--- src/mpr_pkg.sv ---
// Shared types, constants and helpers for the Mandelbrot pixel renderer.
package mpr_pkg;

  localparam int FRAC_BITS   = 28;
  localparam int COORD_BITS  = 12;
  localparam int DATA_W      = 32;
  localparam int PROD_W      = 2 * DATA_W;
  localparam int SAT_W       = PROD_W + 2;
  localparam int ITER_W      = 9;
  localparam int HEIGHT_W    = 13;
  localparam int COLOUR_W    = 8;
  localparam int CFG_IDX_W   = 3;
  localparam int QUEUE_DEPTH = 2;

  localparam logic [ITER_W-1:0]   ITER_CAP   = ITER_W'(256);
  localparam logic [ITER_W-1:0]   RED_BASE   = ITER_W'(64);
  localparam logic [PROD_W-1:0]   ESC_LIMIT  = PROD_W'(4) << (2 * FRAC_BITS);

  typedef enum logic [CFG_IDX_W-1:0] {
    CFG_X_START      = 3'd0,
    CFG_X_STEP       = 3'd1,
    CFG_Y_START      = 3'd2,
    CFG_Y_STEP       = 3'd3,
    CFG_MAX_ITER     = 3'd4,
    CFG_IMAGE_HEIGHT = 3'd5
  } cfg_idx_e;

  typedef struct packed {
    logic [COORD_BITS-1:0] column;
    logic [COORD_BITS-1:0] row;
  } pixel_t;

  typedef struct packed {
    logic [ITER_W-1:0]     iterations;
    logic [COLOUR_W-1:0]   red;
    logic [COLOUR_W-1:0]   green;
    logic [COLOUR_W-1:0]   blue;
    logic [COORD_BITS-1:0] mirror_row;
  } result_t;

  // one queued pixel: point c and its mirrored row
  typedef struct packed {
    logic signed [DATA_W-1:0] cr;
    logic signed [DATA_W-1:0] ci;
    logic [COORD_BITS-1:0]    mirror_row;
  } job_t;

  // clamp a wide signed value to the signed data range
  function automatic logic signed [DATA_W-1:0] sat_data(input logic signed [SAT_W-1:0] v);
    logic [SAT_W-DATA_W:0] upper;
    upper = v[SAT_W-1:DATA_W-1];
    if ((&upper) || !(|upper)) begin
      return v[DATA_W-1:0];
    end else if (v[SAT_W-1]) begin
      return {1'b1, {(DATA_W-1){1'b0}}};
    end else begin
      return {1'b0, {(DATA_W-1){1'b1}}};
    end
  endfunction

endpackage

--- src/mpr_queue.sv ---
// Short job queue between front end and iteration engine.
module mpr_queue (
  input  logic          clk_i,
  input  logic          rst_ni,
  input  logic          push_i,
  input  mpr_pkg::job_t job_i,
  output logic          full_o,
  input  logic          pop_i,
  output logic          empty_o,
  output mpr_pkg::job_t job_o
);
  import mpr_pkg::*;

  localparam int PTR_W = (QUEUE_DEPTH > 1) ? $clog2(QUEUE_DEPTH) : 1;
  localparam int CNT_W = $clog2(QUEUE_DEPTH + 1);

  job_t               mem_q [QUEUE_DEPTH];
  logic [PTR_W-1:0]   wr_ptr_q, rd_ptr_q;
  logic [CNT_W-1:0]   cnt_q;

  assign full_o  = (cnt_q == CNT_W'(QUEUE_DEPTH));
  assign empty_o = (cnt_q == '0);
  assign job_o   = mem_q[rd_ptr_q];

  function automatic logic [PTR_W-1:0] ptr_inc(input logic [PTR_W-1:0] p);
    if (p == PTR_W'(QUEUE_DEPTH - 1)) begin
      return '0;
    end else begin
      return p + PTR_W'(1);
    end
  endfunction

  always_ff @(posedge clk_i or negedge rst_ni) begin
    if (!rst_ni) begin
      wr_ptr_q <= '0;
      rd_ptr_q <= '0;
      cnt_q    <= '0;
    end else begin
      if (push_i) begin
        wr_ptr_q <= ptr_inc(wr_ptr_q);
      end
      if (pop_i) begin
        rd_ptr_q <= ptr_inc(rd_ptr_q);
      end
      cnt_q <= cnt_q + CNT_W'(push_i) - CNT_W'(pop_i);
    end
  end

  always_ff @(posedge clk_i) begin
    if (push_i) begin
      mem_q[wr_ptr_q] <= job_i;
    end
  end

endmodule

--- config.mk ---
export PLATFORM = sky130hd
export DESIGN_NAME = mpr_queue
export DESIGN_NICKNAME = d
export VERILOG_FILES = /design/src/mpr_pkg.sv /design/src/mpr_queue.sv
export SDC_FILE = /design/constraint.sdc
export NUM_CORES = 1
export LEC_CHECK = 0
export BUFFER_PORTS_ARGS = -buffer_cell sky130_fd_sc_hd__buf_4
export CORE_ASPECT_RATIO = 1.2
export CORE_UTILIZATION = 25
export DETAILED_ROUTE_END_ITERATION = 6
export HOLD_SLACK_MARGIN = 0.1
export PLACE_DENSITY = 0.5
export SYNTH_ARGS = -nofsm -noshare
export SYNTH_HDL_FRONTEND = slang
export SYNTH_SLANG_ARGS = --single-unit
--- constraint.sdc ---
create_clock -name clk_i -period 5.3 [get_ports clk_i]
set_input_delay 0.53 -clock clk_i [delete_from_list [all_inputs] [get_ports clk_i]]
set_output_delay 0.53 -clock clk_i [all_outputs]
set_load 0.01 [all_outputs]
# Word level (Yosys, flattened, before mapping)
# Memories as Yosys holds them, arrays and structs flattened.
# Cells that the tools add are included.
# classes
addsub	4
n_eq_ne	1
n_mux	4
n_reduce_logical	1
# ops
op	n
1-bit two-way mux	4
1-bit adder (second input constant)	2
2-bit by 1-bit adder with 2-bit output	1
2-bit equality test (second input constant)	1
2-bit zero test	1
2-bit by 1-bit subtractor with 2-bit output	1
# word_totals
register_bits	4
ramBits	152
in_bits	80
output_inout_bits	78
word_cells	14
n_memories	1
# mem_list
memory	depth	word_bits	rd	rd_ports_with_merged_regs	wr	line_no	source
mem_q	2	76	1	0	1	mpr_queue.sv:17	job_t mem_q [QUEUE_DEPTH];

# Logic depth before layout (Yosys ltp)
# logic_depth
ltp_word	2
mapped_depth	5

# Least setup slack after synthesis
# No wires, ideal clock.
# synth_timing
kind	input port to flip-flop
from	in push_i
to	mem mem_q[0][0] in the netlist's numbering, enable pin
setup_ps	520
arrival_ps	3857
setup_slack_ps	923
path_stages	1
path_buffers	0
cell_sequence	nor2b_1
# synth_between
elab_chain_len	2
# synth_rtl
item	line_no	source
start, declared	mpr_queue.sv:5	input logic push_i,
1-bit two-way mux	mpr_queue.sv:50	if (push_i) begin
1-bit two-way mux (implied by the code)	mpr_queue.sv:51	mem_q[wr_ptr_q] <= job_i;
end, declared	mpr_queue.sv:17	
# Every way passes these cells.

==> results.py <==
metrics = {
    "synthesis": {
        "synthDistinctLibCells": 14,
        "synth-adder-area-share_pct": 0.430,
        "yosysSeqAreaShare_pct": 80.2,
        "synthArstFlopShare_pct": 2.56,
        "synth_common_cells": "152 x edfxtp_1, 46 x mux2_2, 30 x mux2_4, 4 x buf_2, 4 x dfrtp_1",
        "synth_compound_area_share_pct": 0,
        "synthTopCellsByArea": "edfxtp_1 78%, mux2_2 8.9%, mux2_4 7.7%, dfrtp_1 1.7%, buf_8 0.77%",
        "avgSynthCellArea_um2": 23.1,
        "synth_simple_gate_area_share_pct": 0.387,
        "netlist_instances": 252,
        "ys_warn_count": 0,
        "synth_xor_area_share_pct": 0.710,
        "ys.flop_type": "edfxtp_1",
        "syn-num-nets": 334,
        "yosys.area.top_type": "edfxtp_1",
        "synthMostInstantiatedCell": "edfxtp_1",
        "synth.top_cell.area_share_pct": 78.5,
        "synth_edf_count": 152,
        "synth_top_family_by_area": "multiplexers",
        "ys_ff_latch": 156,
        "syn-cell-area_um2": 5820,
        "synth_mux_area_share_pct": 16.6,
    },
    "layout": {
        "nFillCells": 2162,
        "multi_input_area_um2": 1070,
        "drive_above_1_share_pct": 61.9,
        "area_delta_synth_final_pct": 37.2,
        "fin_util_pct": 35.3,
        "fin_area_um2": 7980,
        "final_nets": 505,
        "instances_no_fill": 747,
        "final-seq-area_um2": 4670,
    },
    "critical_path": {
        "cp_cell_sequence": "buf_4 > mux2_2 > buf_4",
        "r2r_cells": 2,
        "r2r-start": "wr_ptr_q",
        "critPathMaxFanout": 39,
        "crit_path_end_kind": "output pin",
        "startpoint": "rd_ptr_q",
        "slowest_stage": "dfrtp_4",
        "path_class": "flip-flop to output pin",
        "required_ps": 4770,
        "critical_path.max_stage_delay_ps": 820,
        "startpoint_type": "flip-flop",
        "crit_top_cell": "buf_4",
        "crit_arrival_ps": 2460,
    },
    "global_routing": {
        "grt_max_degree": 49,
        "antenna_found_initial": 1,
        "grt_usage_pct": 10.0,
        "grt_pass1_wl_mm": 17.4,
        "overflow": 0,
        "grt_pass1_vias": 3185,
    },
    "sta": {
        "slew-limit-headroom_pct": 40.5,
        "worst_pin_slew_ps": 891,
        "holdWs_ps": 293,
        "rsz0062_at_grt": "no",
        "layout_worst_path_cycle_share_pct": 56.4,
        "min_period_ps": 2990,
        "setup_ws_ps": 2310,
        "clock.fmax_mhz": 335,
        "setup_viol": 0,
        "drv_slew": 0,
        "fin_tns_setup_ps": 0,
        "finClkSkew_ps": 5.74,
        "hold_viol_final": 0,
    },
    "drt": {
        "drtIter0Drc": 124,
        "wl_mm": 11.6,
        "vias": 2853,
        "firstDrtPassIters": 4,
        "ant_nets": 0,
        "vias_per_cell": 3.82,
        "detail_route.wl_per_cell_um": 15.5,
        "drc": 0,
    },
    "placed_design": {
        "place_ws_ps": 2650,
        "hpwlAfterDp_mm": 7.59,
        "placed_area_um2": 7330,
        "globalplace.congestion": 0.657,
        "io_buffers": 157,
        "dp.cells": 713,
    },
    "pwr": {
        "powerDensity_nw_per_um2": 538,
        "power_mw": 4.29,
        "ir_worst_vdd_mv": 0.271,
        "p_leak_nw": 3.04,
    },
    "clocking": {
        "clk-insertion-delay-late_ps": 410,
        "cts_made_buffers": 17,
        "cts_buffer_depth": 2,
        "htree_levels": 4,
        "cts_tree": "built",
        "clock_sinks": 156,
        "cts.clk_slew.worst_paths_ps": 70,
        "cts_resized": 0,
        "cts-root-buf": "clkbuf_16",
    },
    "run": {
        "drv_cap": 0,
    },
    "worst_hold_path": {
        "hp-class": "input pin to flip-flop",
        "holdCritStartpoint": "pop_i",
        "hold_depth": 2,
    },
    "die": {
        "die-area_um2": 23900,
        "fp-row-count": 60,
        "fp.dieH_um": 169,
        "start_util_pct": 25.7,
        "dieWidth_um": 141,
        "ios": 158,
        "core_um2": 22600,
    },
    "status": {
        "status": "finished clean",
    },
}
## final timing paths
| kind | end | slack [ps] |
|---|---|---|
| worst max-delay path | job_o[66] | 2310 |
| worst min-delay path | rd_ptr_q | 290 |
| worst max register to register | mem_q[0][13] | 3040 |
| worst min register to register | wr_ptr_q | 550 |
| max in group asynchronous | rd_ptr_q | 4730 |
| min in group asynchronous | rd_ptr_q | 450 |
## state kept, by name, indices dropped and copies added (netlist names)
name      flops
wr_ptr_q      1
cnt_q         2
mem_q       152
rd_ptr_q      1
## worst max-delay path, delay by kind of cell (launching register included)
kind | cells | cell delay (ps)
DFF | 1 | 820
buffers and inverters | 2 | 740
muxes | 1 | 410
## where the power goes
part	leakage [nW]	internal, mW	switching [mW]
logic	1.27	0.689	0.532
clock network	0.304	0.799	0.504
registers	1.47	1.64	0.128
## cell usage in the layout (no fill, tap or decap)
cell             n
and2_4           1
buf_4          160
bufinv_16        4
clkbuf_16       17
clkinv_1         1
clkinv_4         3
clkinvlp_4       2
dfrtp_1          3
dfrtp_4          1
diode_2          1
dlygate4sd3_1    1
edfxtp_1       152
ha_1             2
inv_1            2
inv_6            4
inv_8            1
mux2_2          46
mux2_4          30
nor2_1           1
nor2b_1          1
nor2b_4          1
xor2_1           2
xor3_1           1
## cell type report
type,count,share of cell area (%)
Multi-Input combinational cell,85,13.4
Clock buffer,17,5.33
Inverter,2,0.0941
Sequential cell,156,58.5
Clock inverter,15,2.65
Antenna cell,1,0.0314
Timing Repair Buffer,161,15.2
Tap cell,310,4.86
## cell families (layout without fill, tap and decap cells)
| logic type | count (synthesis) | in the layout |
|---|---|---|
| flip-flops | 156 | 156 |
| XOR/XNOR | 3 | 3 |
| adder cells (fa/ha/maj) | 2 | 2 |
| multiplexers | 76 | 76 |
| other | 0 | 1 |
| buffers and inverters | 11 | 195 |
| AND/OR/NAND/NOR | 4 | 4 |
## repair_timing
item                       in CTS  in global routing
hold endpoints to repair        4                  0
setup buffers                   0                  0
hold buffers                    1                  0
setup endpoints to repair       0                  0
## layer usage
layer / track usage [%] / up-vias / wire, um
met1: 10.9 / 1411 / 4500
met3: 4.24 / 5 / 839
met4: 3.97 / 0 / 114
met2: 17.2 / 97 / 6100
li1: - / 1340 / -
met5: 0 / - / 0
Power figures use the tool's default switching activity.
