--- src/mpr_pkg.sv ---
// Shared types, constants and helpers for the Mandelbrot pixel renderer.
package mpr_pkg;

  localparam int FRAC_BITS   = 28;
  localparam int COORD_BITS  = 12;
  localparam int DATA_W      = 32;
  localparam int PROD_W      = 2 * DATA_W;
  localparam int SAT_W       = PROD_W + 2;
  localparam int ITER_W      = 9;
  localparam int HEIGHT_W    = 13;
  localparam int COLOUR_W    = 8;
  localparam int CFG_IDX_W   = 3;
  localparam int QUEUE_DEPTH = 2;

  localparam logic [ITER_W-1:0]   ITER_CAP   = ITER_W'(256);
  localparam logic [ITER_W-1:0]   RED_BASE   = ITER_W'(64);
  localparam logic [PROD_W-1:0]   ESC_LIMIT  = PROD_W'(4) << (2 * FRAC_BITS);

  typedef enum logic [CFG_IDX_W-1:0] {
    CFG_X_START      = 3'd0,
    CFG_X_STEP       = 3'd1,
    CFG_Y_START      = 3'd2,
    CFG_Y_STEP       = 3'd3,
    CFG_MAX_ITER     = 3'd4,
    CFG_IMAGE_HEIGHT = 3'd5
  } cfg_idx_e;

  typedef struct packed {
    logic [COORD_BITS-1:0] column;
    logic [COORD_BITS-1:0] row;
  } pixel_t;

  typedef struct packed {
    logic [ITER_W-1:0]     iterations;
    logic [COLOUR_W-1:0]   red;
    logic [COLOUR_W-1:0]   green;
    logic [COLOUR_W-1:0]   blue;
    logic [COORD_BITS-1:0] mirror_row;
  } result_t;

  // one queued pixel: point c and its mirrored row
  typedef struct packed {
    logic signed [DATA_W-1:0] cr;
    logic signed [DATA_W-1:0] ci;
    logic [COORD_BITS-1:0]    mirror_row;
  } job_t;

  // clamp a wide signed value to the signed data range
  function automatic logic signed [DATA_W-1:0] sat_data(input logic signed [SAT_W-1:0] v);
    logic [SAT_W-DATA_W:0] upper;
    upper = v[SAT_W-1:DATA_W-1];
    if ((&upper) || !(|upper)) begin
      return v[DATA_W-1:0];
    end else if (v[SAT_W-1]) begin
      return {1'b1, {(DATA_W-1){1'b0}}};
    end else begin
      return {1'b0, {(DATA_W-1){1'b1}}};
    end
  endfunction

endpackage

--- src/mpr_front.sv ---
// Front end: takes a pixel, forms point c and the mirrored row, pushes a job.
module mpr_front (
  input  logic                          clk_i,
  input  logic                          rst_ni,
  input  logic                          start,
  output logic                          busy,
  input  mpr_pkg::pixel_t               pixel_i,
  input  logic signed [mpr_pkg::DATA_W-1:0] x_start_i,
  input  logic signed [mpr_pkg::DATA_W-1:0] x_step_i,
  input  logic signed [mpr_pkg::DATA_W-1:0] y_start_i,
  input  logic signed [mpr_pkg::DATA_W-1:0] y_step_i,
  input  logic [mpr_pkg::HEIGHT_W-1:0]  image_height_i,
  input  logic                          full_i,
  output logic                          push_o,
  output mpr_pkg::job_t                 job_o
);
  import mpr_pkg::*;

  localparam int MIR_W = HEIGHT_W + COORD_BITS;

  logic                                  fe_valid_q;
  pixel_t                                pix_q;
  logic signed [COORD_BITS:0]            col_ext, row_ext;
  logic signed [COORD_BITS+DATA_W:0]     prod_r, prod_i;
  logic signed [SAT_W-1:0]               sum_r, sum_i;
  logic [MIR_W-1:0]                      mir_full;
  logic                                  accept;

  assign busy   = fe_valid_q | full_i;
  assign accept = start & ~busy;
  assign push_o = fe_valid_q & ~full_i;

  always_ff @(posedge clk_i or negedge rst_ni) begin
    if (!rst_ni) begin
      fe_valid_q <= 1'b0;
    end else if (accept) begin
      fe_valid_q <= 1'b1;
    end else if (push_o) begin
      fe_valid_q <= 1'b0;
    end
  end

  always_ff @(posedge clk_i) begin
    if (accept) begin
      pix_q <= pixel_i;
    end
  end

  // c = start + index * step, exact then clamped
  assign col_ext = $signed({1'b0, pix_q.column});
  assign row_ext = $signed({1'b0, pix_q.row});
  assign prod_r  = col_ext * x_step_i;
  assign prod_i  = row_ext * y_step_i;
  assign sum_r   = SAT_W'(prod_r) + SAT_W'(x_start_i);
  assign sum_i   = SAT_W'(prod_i) + SAT_W'(y_start_i);

  // wraps modulo the row width when the row lies outside the image
  assign mir_full = MIR_W'(image_height_i) - MIR_W'(1) - MIR_W'(pix_q.row);

  assign job_o.cr         = sat_data(sum_r);
  assign job_o.ci         = sat_data(sum_i);
  assign job_o.mirror_row = mir_full[COORD_BITS-1:0];

endmodule

--- config.mk ---
export PLATFORM = sky130hd
export DESIGN_NAME = mpr_front
export DESIGN_NICKNAME = d
export VERILOG_FILES = /design/src/mpr_pkg.sv /design/src/mpr_front.sv
export SDC_FILE = /design/constraint.sdc
export NUM_CORES = 2
export LEC_CHECK = 0
export BUFFER_PORTS_ARGS = -buffer_cell sky130_fd_sc_hd__buf_4
export CAP_MARGIN = 20
export CORE_MARGIN = 3
export CORE_UTILIZATION = 29
export CTS_CLUSTER_DIAMETER = 80
export DETAILED_ROUTE_END_ITERATION = 7
export SKIP_LAST_GASP = 1
export SLEW_MARGIN = 20
export SYNTH_ARGS = -nofsm -noshare
export SYNTH_HDL_FRONTEND = slang
export SYNTH_SLANG_ARGS = --single-unit
--- constraint.sdc ---
create_clock -name clk_i -period 13.9 [get_ports clk_i]
set_input_delay 2.78 -clock clk_i [delete_from_list [all_inputs] [get_ports clk_i]]
set_output_delay 2.78 -clock clk_i [all_outputs]
set_load 0.1 [all_outputs]
After elaboration in Yosys (flattened, before gate mapping)
Cells that the tools add are included.
{ "totals": {"wordCells": 29, "in_bits": 169, "ff_bits": 25, "out_inout_bits": 78} }
{ "op_classes": {"muxes": 6, "multipliers": 2, "reduce_logical": 9, "addsub": 4, "bitwise_logic": 5} }
{ "op_table": {"columns": ["op", "n"], "rows": [
  ["32-bit two-way mux", 4],
  ["45-bit by 32-bit adder with 46-bit output", 2],
  ["13-bit by 32-bit multiplier with 45-bit output", 2],
  ["35-bit AND reduction", 2],
  ["35-bit OR reduction", 2],
  ["12-bit by 1-bit subtractor with 12-bit output (second input constant)", 1],
  ["12-bit subtractor", 1],
  ["1-bit bitwise AND", 2],
  ["1-bit logical NOT", 2],
  ["1-bit logical OR", 2],
  ["1-bit two-way mux", 2],
  ["1-bit NOT", 2],
  ["2-bit nonzero test", 1],
  ["1-bit bitwise OR", 1]
]} }

Depth between registers and ports, before layout
{ "depth": {"word_depth": 6, "mapped_depth": 28, "depth_no_buf": 25} }

Worst setup path after synthesis
No wires, ideal clock.
{ "synth_timing": {"path_type": "input port to output port", "start": "in x_step_i[31] in the netlist's numbering", "end": "out job_o[67] in the netlist's numbering", "path_buffers": 3, "setup_slack_ns": -0.521, "required_time_ns": 11.120, "path_stages": 25, "arrival_ns": 11.641, "cell_sequence": "clkbuf_1 -> nand2_1 -> fa_1 -> fa_1 -> inv_1 -> fa_1 -> fa_1 -> fa_1 -> inv_1 -> fa_1 -> inv_1 -> ha_1 -> clkbuf_1 -> a21oi_1 -> o221ai_1 -> a21oi_1 -> o21ai_1 -> a21oi_1 -> nand2_1 -> xnor2_1 -> nor2_1 -> and4b_1 -> a41o_1 -> buf_4 -> mux2i_1"} }
{ "synth_rtl": {"columns": ["element", "line_no", "rtl"], "rows": [
  ["start: declaration", "mpr_front.sv:9", "input logic signed [mpr_pkg::DATA_W-1:0] x_step_i,"],
  ["end: declaration", "mpr_front.sv:15", "output mpr_pkg::job_t job_o"]
]} }

==> metrics.txt <==
status=finished clean; Placer Congestion=0.9088; port bufs=245; Routed WL per cell=17.15 um; Slew Limit Fails=0; max frequency=76.25 MHz; Final setup viols=0; Yosys cell types=79; vias in the first global route=25.58k; Net Count, Synth=4814; Setup TNS Final=0 ns; Post-Syn Area=31760 sq um; cell count after synthesis=3655; Syn-to-layout area delta=10.30%; most common cell after layout, fill and taps aside=inv_1; post-synth top area share=0.4823; clk_skew=0.004577 ns; post-DR vias/cell=4.658; Ports=247; Die Ht=336.9 um; Hold Buf Count CTS=0; FFs w/ async S/R, synth=0.04000; Area contributors post-synth=fa_1 48%, inv_1 11%, ha_1 8.9%; worst-margin pin slew=0.9107 ns; CTS root buffer=clkbuf_16; CTS max path bufs=2; drt first pass iters=5; hold path depth=1; number of DRC markers in iteration 0=1255; Final period util=0.9435; largest area contributor in the netlist=fa_1; synthesized area per cell=8.689 sq um; Core ar.=107800 sq um; CTS tree=done; most frequent cells in the layout=903 x inv_1, 765 x fa_1, 460 x nand2_1, 421 x and2_1, 278 x buf_4; Post-synth EDFFs=24; Period minus WS final=13.12 ns; total clock buffers created by CTS=3; CP Class=input port to output port; post-synthesis sequential area ratio=0.02348; antenna violations before repair=1; All-Layer GR Usage=0.1585; R2R depth=3; full die area=113500 sq um; share of post-route cells with drive strength above 1=0.08426; top_reg_cell synth=edfxtp_1; Seq cells post-synth=25; Clk pin slew, worst setup/hold paths=0.11 ns; drt drc=0; Max-slew headroom=0.3928; Setup crit end kind=output port; Fin Hold WS=0.5022 ns; largest net degree at the start of global routing=34; Req. time, crit path=11.12 ns; clk sinks=25; Die X=336.9 um; Max-cap violations=0; Std-Cell Rows=120; Initial Util=0.2946; final-report hold violation count=0; nets@finish=4922; Vias=24.07k; post-detail-place hpwl=73.98 mm; post_cts resized=0; crit-path max FO=31; final wirelength=88.61 mm; Hold WC Path Type=flop to flop; yosys warns=0; worst skew pair latency=0.32 ns; setup bufs post-CTS=0; gr ovfl total=0; H-tree depth=1; Final ANT Viol Nets=0; first-pass GRT wire length=141.4 mm; Critical Path Source Type=input port; unrepaired setup endpoints after global routing=false; Arr. time, crit path=10.34 ns
sequential cells by signal (all words and copies together) (netlist names):
register	flops
col_ext	12
fe_valid_q	1
pix_q	12
final timing paths:
path | start | to | slack (ns)
min in group asynchronous | rst_ni | fe_valid_q$_DFFE_PN0P_ | 2.21
setup / recovery | y_step_i[11] | job_o[32] | 0.78
max in group asynchronous | rst_ni | fe_valid_q$_DFFE_PN0P_ | 11.61
hold reg to reg | fe_valid_q$_DFFE_PN0P_ | fe_valid_q$_DFFE_PN0P_ | 0.50
hold / removal | fe_valid_q$_DFFE_PN0P_ | fe_valid_q$_DFFE_PN0P_ | 0.50
setup reg to reg | fe_valid_q$_DFFE_PN0P_ | col_ext[1]$_DFFE_PP_ | 12.15
cell usage after synthesis, types with 25 or more instances:
| cell type | count |
|---|---|
| and2_1 | 421 |
| clkbuf_1 | 157 |
| fa_1 | 765 |
| xnor2_1 | 66 |
| nor3_1 | 25 |
| ha_1 | 225 |
| xor2_1 | 38 |
| o21ai_0 | 55 |
| nor2_1 | 68 |
| nand2_1 | 460 |
| a21o_1 | 51 |
| a21oi_1 | 152 |
| inv_1 | 903 |
layer usage:
metal / track usage / part of all wire / up-vias
li1: - / - / 11050
met1: 0.2169 / 0.45 / 12300
met2: 0.2614 / 0.47 / 612
met3: 0.01914 / 0.052 / 111
met4: 0.05011 / 0.031 / 0
met5: 0 / 0 / -
kinds of logic (layout without fill, tap and decap cells):
group,count (synthesis),count (layout),share of synthesized area
adder cells (fa/ha/maj),990,990,0.5709
buffers and inverters,1079,1186,0.1291
XOR/XNOR,104,104,0.02868
other,0,2,0
multiplexers,4,4,0.001340
flip-flops,25,25,0.02348
AO/OA/AOI/OAI,381,381,0.07675
AND/OR/NAND/NOR,1072,1072,0.1697
layout make-up:
class,count,area [sq um]
fillers,11350,72770
multi-input cells,2551,26950
inverters,903,3390
repair buffers,279,2102
well taps,1403,1755
flip-flops and latches,25,745.7
clock buffers,4,78.83
diodes,2,5.005
metrics by stage:
stage / util / std cells / cell area (sq um) / worst slack (ns)
2_1_floorplan: - / 3655 / 31760 / 0.1955
3_3_place_gp: 0.3240 / 5160 / 34930 / 0.8398
3_5_place_dp: 0.3240 / 5160 / 34930 / 0.8150
4_1_cts: 0.3247 / 5164 / 35010 / 0.7976
5_1_grt: 0.3249 / 5166 / 35030 / 0.3310
6_report: 0.3249 / 5167 / 35030 / 0.7847
critical path, stage by stage:
cell,delay [ns]
buf_4,0.16
and2_1,0.18
fa_1,0.53
inv_1,0.05
fa_1,0.48
inv_1,0.06
fa_1,0.50
fa_1,0.51
fa_1,0.49
inv_1,0.05
fa_1,0.50
inv_1,0.06
ha_1,0.42
and3_1,0.24
nand2_1,0.06
or4_1,0.42
a21oi_1,0.32
o21ai_1,0.20
a2bb2oi_1,0.39
xor2_1,0.14
or2_2,0.31
nand4bb_1,0.23
o41ai_4,0.29
buf_4,0.42
a21oi_1,0.23
buf_4,0.30
Power is not shown: default switching activity piles up to over one toggle a cycle in this logic, so the estimate is an artifact.
